<file path="src/hw/rtl/ldt_fifo.sv">
// Small synchronous word queue with full, empty and almost-full flags.
// Depends on nothing; used for the command queue and the result queue.
`default_nettype none

module ldt_fifo #(
  parameter int W     = 8,
  parameter int DEPTH = 4
) (
  input  wire logic         clk,
  input  wire logic         rst,
  input  wire logic         push,
  input  wire logic [W-1:0] din,
  output logic              full,
  output logic              afull,
  input  wire logic         pop,
  output logic [W-1:0]      dout,
  output logic              empty
);

  localparam int PW = (DEPTH > 1) ? $clog2(DEPTH) : 1;
  localparam int CW = $clog2(DEPTH + 1);

  logic [W-1:0]  mem [DEPTH];
  logic [PW-1:0] wr_ptr;
  logic [PW-1:0] rd_ptr;
  logic [CW-1:0] level;
  logic          push_ok;
  logic          pop_ok;

  assign full    = (level == CW'(DEPTH));
  assign afull   = (level >= CW'(DEPTH - 1));
  assign empty   = (level == '0);
  assign push_ok = push && !full;
  assign pop_ok  = pop && !empty;
  assign dout    = mem[rd_ptr];

  // Advance pointers and level
  always_ff @(posedge clk) begin
    if (rst) begin
      wr_ptr <= '0;
      rd_ptr <= '0;
      level  <= '0;
    end else begin
      if (push_ok) begin
        wr_ptr <= (wr_ptr == PW'(DEPTH - 1)) ? '0 : wr_ptr + PW'(1);
      end
      if (pop_ok) begin
        rd_ptr <= (rd_ptr == PW'(DEPTH - 1)) ? '0 : rd_ptr + PW'(1);
      end
      if (push_ok && !pop_ok) begin
        level <= level + CW'(1);
      end else if (pop_ok && !push_ok) begin
        level <= level - CW'(1);
      end
    end
  end

  // Store the pushed word
  always_ff @(posedge clk) begin
    if (push_ok) begin
      mem[wr_ptr] <= din;
    end
  end

endmodule

`default_nettype wire

</file>
<file path="config.mk">
export PLATFORM = sky130hd
export DESIGN_NAME = ldt_fifo
export DESIGN_NICKNAME = d
export VERILOG_FILES = /design/src/hw/rtl/ldt_fifo.sv
export SDC_FILE = /design/constraint.sdc
export NUM_CORES = 1
export LEC_CHECK = 0
export ABC_CLOCK_PERIOD_IN_PS = 2600
export BUFFER_PORTS_ARGS = -buffer_cell sky130_fd_sc_hd__buf_4
export CORE_MARGIN = 3
export CORE_UTILIZATION = 48
export CTS_BUF_LIST = sky130_fd_sc_hd__clkbuf_8 sky130_fd_sc_hd__clkbuf_16
export CTS_CLUSTER_DIAMETER = 40
export CTS_CLUSTER_SIZE = 14
export DETAILED_ROUTE_END_ITERATION = 6
export HOLD_SLACK_MARGIN = 0.06
export PLACE_DENSITY = 0.76
export SETUP_SLACK_MARGIN = 0.02
export SLEW_MARGIN = 20
export SYNTH_ARGS = -nofsm -noshare
export SYNTH_HDL_FRONTEND = slang
export SYNTH_SLANG_ARGS = --single-unit
</file>
<file path="constraint.sdc">
create_clock -name clk -period 2.6 [get_ports clk]
set_input_delay 0.26 -clock clk [delete_from_list [all_inputs] [get_ports clk]]
set_output_delay 0.26 -clock clk [all_outputs]
set_load 0.1 [all_outputs]
</file>
==> results of run 1 <==
through the flow:
stage / power, W / utilization [%] / area, µm² / setup WS [ns]
after floorplan: 0.00171 / - / 1660 / 0.0245
after global placement: 0.00188 / 59.0 / 1860 / 0.513
after detailed placement: 0.00190 / 59.0 / 1860 / 0.426
after CTS: 0.00249 / 63.3 / 2000 / 0.417
after global routing: 0.00258 / 63.3 / 2000 / 0.239
final: 0.00247 / 63.3 / 2000 / 0.429
routing by layer:
metal	up-vias	track usage (%)	wire length, µm
met5	-	0	0
met1	403	16.9	1100
met4	0	9.50	65
li1	392	-	-
met3	8	5.03	153
met2	22	22.6	1180
critical path, delay by kind of cell, from the launching register on:
kind	cells	cell delay, ns
AO/OA/AOI/OAI	2	0.55
XOR/XNOR	1	0.16
adder cells (fa/ha/maj)	2	0.63
buffers and inverters	1	0.06
flip-flops	1	0.42
AND/OR/NAND/NOR	1	0.30
state kept, by name, summed over array words and instances, names as in the netlist, named ones only:
name    cells
wr_ptr      2
rd_ptr      2
level       3
mem        32
placed cells by master (no fill, tap or decap), types with 2 or more instances in the layout:
cell type and count:
edfxtp_1 32, buf_4 23, dfxtp_1 9, mux4_2 8, ha_1 6, clkbuf_8 5
and2_1 4, nor2_1 4, inv_1 3, mux2i_1 3, nand2b_1 2, xor2_1 2
or3_1 2, a21oi_1 2, bufinv_16 2
area by class of cell:
| class | count | share of cell area (%) |
|---|---|---|
| flip-flops and latches | 41 | 57.2 |
| multi-input cells | 43 | 24.1 |
| repair buffers | 23 | 8.65 |
| clock buffers | 5 | 3.45 |
| clock inverters | 3 | 3.26 |
| well taps | 44 | 2.76 |
| inverters | 3 | 0.564 |
worst paths after layout:
| check | startpoint | slack, ns | end |
|---|---|---|---|
| worst max register to register | level[0]$_SDFFE_PP0P_ | 0.43 | level[2]$_SDFFE_PP0P_ |
| worst min register to register | rd_ptr[0]$_SDFFE_PP0P_ | 0.52 | flip-flop |
| worst min-delay path | din[1] | 0.16 | mem[2][1]$_DFFE_PP_ |
| worst max-delay path | level[0]$_SDFFE_PP0P_ | 0.43 | level[2]$_SDFFE_PP0P_ |
cells by family after synthesis:
group / Yosys count
and+or+nand+nor: 17
adders and majority gates: 7
AOI/OAI and AO/OA: 5
DFF: 41
buffers and inverters: 7
muxes: 12
xor gates and xnor gates: 2
power by group through the flow:
stage / Sequential [W] / Combinational, W / Clock, W
after floorplan: 0.000867 / 0.000843 / 0
after global placement: 0.000909 / 0.000968 / 0
after detailed placement: 0.000916 / 0.000984 / 0
after CTS: 0.000901 / 0.000987 / 0.000604
after global routing: 0.000915 / 0.00103 / 0.000637
final: 0.000898 / 0.000981 / 0.000596
==> key figures, run 1 <==
Outcome
  • Status: complete, no violations

Setup path
  • CP endpoint kind: flip-flop
  • CP Cell Sequence: o31ai_2, ha_1, inv_1, fa_1, xor2_1, or3_1, a21oi_1
  • CP peak stage delay: 0.42 ns
  • CP max stage cell: dfxtp_1
  • CP max FO: 6
  • Critical path class: reg2reg
  • Worst path required time: 2.83 ns
  • Startpoint types: flip-flop
  • Crit path DAT: 2.40 ns
  • Worst R2R Path Depth: 7

Cells and area
  • Area grow syn2layout: 21.2%
  • Register Area: around 0.0011 mm²
  • Layout Cells excl Fill: between 150 and 200
  • Share of layout cells above drive strength 1: 36.4%
  • Area occupied by multi-input gates: between 400 and 500 µm²
  • Net count, final: 136
  • # fillers: ~240
  • Inserted Diodes: 0

Power
  • Flop pwr share: 36.3%
  • PwrDens: about 1200 mW/mm²
  • Peak VDD IR: 0.794 mV
  • P_int: 0.00146 W
  • Clk pwr share: 24.1%
  • Sw Pwr: approximately 0.0010 W
  • Comb power frac: 39.6%
  • Switching share of power: 40.8%
  • Lkg Pwr: 0.746 nW

STA
  • Sum Neg Setup Slack: 0 ns
  • Slew of the pin with the lowest slew margin: 0.551 ns
  • RSZ-0062 raised after global routing: false
  • Fin. Hold Viols: 0
  • Final setup fails: 0
  • Setup Skew: 0.00615 ns
  • Max-slew violations: 0
  • Fmax: 0.461 GHz
  • Slew HR: 63.2%
  • Tmin final: 2.17 ns
  • Final period util: 83.5%
  • Worst hold margin: about 0.16 ns

Drt
  • First-pass iteration count of the detailed router: 4
  • Final WL: between 2 and 2.5 mm
  • Antenna Violating Nets Remaining: 0
  • Via density: 5.09
  • Drt initial violations: 66
  • DRC Markers: 0
  • Avg WL per Cell: 15.4 µm
  • Vias after detailed routing: 825

Clock network
  • Clock-pin slew on the worst setup and hold paths: about 0.08 ns
  • Hold Buf Count CTS: 0
  • Post-CTS setup buffer count: 0
  • Skew-Pair Late Insertion Delay: 0.29 ns
  • CTS resizes: 0
  • H-tree level count: 2
  • Root buf cell: clkbuf_8
  • CTS max path bufs: 2
  • Num CTS Buffers: 5
  • # clock sinks: 41
  • TritonCTS clock tree: done

Synth
  • Flops & latches, synth: 41
  • Synth top cells by count: edfxtp_1 (32), dfxtp_1 (9), mux4_2 (8)
  • Most used DFF post-synth: edfxtp_1
  • Compound-Gate Fraction of Synth Area: 2.13%
  • Post-Syn Nets: 110
  • Register area share after synthesis: 69.3%
  • Adder-Cell Fraction of Synth Area: between 5 and 6%
  • Multiplexer share of the synthesized area: between 10% and 20%
  • Most numerous cell in the Yosys netlist: edfxtp_1
  • Area share of the largest cell type after synthesis: 58.4%
  • Avg Inst Size Synth: 18.1 µm²
  • Yosys warns: 0
  • Synth Cell Area: between 0.0015 and 0.002 mm²
  • Post-synth EDFFs: 32
  • Syn Inst Count: a little over 90
  • Post-Synth Simple-Gate Area: 5.93%
  • Dominant cells by area after synthesis: edfxtp_1 (58%), dfxtp_1 (11%), mux4_2 (11%)
  • Synth area leader: edfxtp_1
  • Ys async rst share: 0%
  • Largest family of logic cells by synthesized area: multiplexers
  • Synth cell types: 25
  • Post-synthesis xor/xnor area fraction: about 1.1%

Floorplanning
  • Rows: 20
  • Die ar.: 0.00417 mm²
  • Die span in x: 64.6 µm
  • Die Height: 64.6 µm
  • Initial Utilization: 52.2%
  • Core ar.: about 0.0032 mm²
  • I/O pin cnt: 23

Global routing
  • Total grt overflow: 0
  • First-pass GRT wire length: 4.31 mm
  • Gr usage total: approximately 14%
  • Largest net degree at the start of global routing: 14
  • Antenna violations before repair: 0
  • Vias in the first global route: 919

Job
  • Total of max-cap violations: 0

Worst hold path
  • Worst min path class: in2reg
  • WHS Path Cells: 1

Placed design
  • GP Congestion: 0.690
  • Post-DP HPWL: between 1.5 and 2 mm
  • Dpl cells: 154
  • I/O Buffers: 22
(Power assumes the default switching activity.)
==> run 2: changes to the inputs <==
--- a/config.mk
+++ b/config.mk
@@ -5,7 +5,7 @@
 export SDC_FILE = /design/constraint.sdc
 export NUM_CORES = 1
 export LEC_CHECK = 0
-export ABC_CLOCK_PERIOD_IN_PS = 2600
+export ABC_CLOCK_PERIOD_IN_PS = 2100
 export BUFFER_PORTS_ARGS = -buffer_cell sky130_fd_sc_hd__buf_4
 export CORE_MARGIN = 3
 export CORE_UTILIZATION = 48
==> constraint.sdc (replaced) <==
create_clock -name clk -period 2.1 [get_ports clk]
set_input_delay 0.21 -clock clk [delete_from_list [all_inputs] [get_ports clk]]
set_output_delay 0.21 -clock clk [all_outputs]
set_load 0.1 [all_outputs]
==> run 2 against run 1 <==
Final area down 0.44%. Utilization down 0.28 points. First-iteration DRC count is 64% lower. Die area unchanged. Critical path depth stayed put. Clock power shrank 22%. Power grew 15%. Clock skew is essentially flat. Largest cell class unchanged.
==> key figures, run 2 (synthesis gave the netlist of run 1 again) <==
Setup path
  • Worst path required time: approximately 2.3 ns
  • CP max FO: 6
  • Startpoint types: flip-flop
  • Critical path class: reg2reg
  • Crit path DAT: 2.21 ns
  • Crit. Startpoint: level[0]$_SDFFE_PP0P_
  • Critical R2R Launch: level[0]$_SDFFE_PP0P_
  • CP peak stage delay: 0.38 ns
  • CP Cell Sequence: o31ai_4, ha_4, inv_2, fa_1, xor2_1, or3_1, a21oi_1
  • CP endpoint kind: flip-flop
  • CP max stage cell: dfxtp_2

STA
  • Setup Skew: 0.00635 ns
  • Fmax: 0.501 GHz
  • RSZ-0062 raised after global routing: false
  • Max-slew violations: 0
  • Final period util: a little over nine tenths
  • Final setup fails: 0
  • Fin. Hold Viols: 0
  • Slew HR: 69.9%
  • Tmin final: 2.00 ns
  • Sum Neg Setup Slack: 0 ns
  • PnR worst setup slack: just over 0.1 ns
  • Slew of the pin with the lowest slew margin: 0.451 ns

Cells and area
  • Area occupied by multi-input gates: 505 µm²
  • # fillers: around 250
  • Largest reg by FF count: mem
  • Largest registers: mem x32, level x3
  • Area grow syn2layout: 20.7%
  • Fin util: between 60% and 70%
  • Register Area: around 0.0011 mm²
  • Share of layout cells above drive strength 1: a little over two fifths
  • Most frequent cells in the layout: edfxtp_1 (32), buf_4 (25), mux4_2 (8)
  • Commonest non-fill, non-tap cell in the layout: edfxtp_1
  • Max reg flops: 32
  • Inserted Diodes: 0
  • Net count, final: 138
  • Post-route cell area: 0.00199 mm²

Drt
  • Via density: 5.26
  • First-pass iteration count of the detailed router: 4
  • Drt initial violations: 24
  • DRC Markers: 0
  • Antenna Violating Nets Remaining: 0
  • Vias after detailed routing: about 860
  • Avg WL per Cell: roughly 15 µm
  • Final WL: roughly 2.5 mm

Global routing
  • Total grt overflow: 0
  • Largest net degree at the start of global routing: 13
  • Vias in the first global route: 886
  • Antenna violations before repair: 0
  • Gr usage total: between 10% and 20%
  • First-pass GRT wire length: 4.15 mm

Placed design
  • GP Congestion: 0.651
  • Post-DP HPWL: 1.76 mm
  • Cell Area, Placed: about 0.0019 mm²
  • I/O Buffers: 22
  • DP Worst Slack: 0.0379 ns

Worst hold path
  • Worst min path class: in2reg
  • Hold path start: din[7]

Floorplanning
  • Rows: 20
  • Die span in x: 64.6 µm
  • Die ar.: 0.00417 mm²
  • Initial Utilization: 52.2%
  • I/O pin cnt: 23
  • Core ar.: 0.00315 mm²
  • Die Height: 64.6 µm

Power
  • Pwr Total: 0.00285 W
  • Sw Pwr: ~0.0012 W
  • Flop pwr share: 38.4%
  • P_int: 0.00161 W
  • Comb power frac: 45.3%
  • Clk pwr share: 16.3%
  • PwrDens: 1430 mW/mm²
  • Lkg Pwr: roughly 0.74 nW
  • Switching share of power: 43.5%
  • Peak VDD IR: around 1.2 mV

Clock network
  • CTS max path bufs: 2
  • H-tree level count: 2
  • # clock sinks: 41
  • Post-CTS setup buffer count: 0
  • CTS resizes: 0
  • Hold Buf Count CTS: 0
  • TritonCTS clock tree: done
  • Clock-pin slew on the worst setup and hold paths: 0.07 ns
  • Num CTS Buffers: 5
  • Root buf cell: clkbuf_8
  • Skew-Pair Late Insertion Delay: between 0.2 and 0.3 ns

Job
  • Total of max-cap violations: 0

Outcome
  • Status: complete, no violations
-- run 2: cell count changes in the layout (fill, tap and decap cells not counted), sizes merged --
cell,before,now
bufinv,2,0
clkinv,1,2
inv,3,4
buf,23,25
-- run 2: metrics by stage --
step                      instances  hold slack, ns
final                           164           0.125
after global routing            164           0.118
after CTS                       164           0.115
after detailed placement        156           0.414
after global placement          156           0.409
after floorplan                  91           0.309
-- run 2: worst paths after layout --
kind	to	slack, ns	depth (start not counted)
setup / recovery	level[2]$_SDFFE_PP0P_	0.10	7
hold / removal	mem[0][7]$_DFFE_PP_	0.13	1
setup reg to reg	level[2]$_SDFFE_PP0P_	0.10	7
hold reg to reg	flip-flop	0.50	2
-- run 2: routing by layer --
layer	track usage, %	share of wire (%)
met1	17.0	43
met4	8.71	2.1
met3	3.12	3.7
met2	22.4	51
met5	0	0
-- run 2: final cells by class --
cell class | instances | area share (%)
inverters | 3 | 0.567
flip-flops and latches | 41 | 57.6
clock inverters | 3 | 0.693
multi-input cells | 43 | 25.4
well taps | 44 | 2.77
repair buffers | 25 | 9.45
clock buffers | 5 | 3.46
-- run 2: power by group through the flow --
stage	combinational, W	clock, W	sequential, W
after floorplan	0.00106	0	0.00108
after global placement	0.00127	0	0.00110
after detailed placement	0.00129	0	0.00111
after CTS	0.00129	0.000478	0.00109
after global routing	0.00135	0.000509	0.00111
final	0.00129	0.000465	0.00109
-- run 2: critical path: cells and delay by family, from the launching register on --
family	cells	cell delay (ns)
compound gates	2	0.48
simple gates	1	0.30
buf+inv	1	0.03
fa+ha+maj	2	0.56
flops	1	0.38
xor+xnor	1	0.16
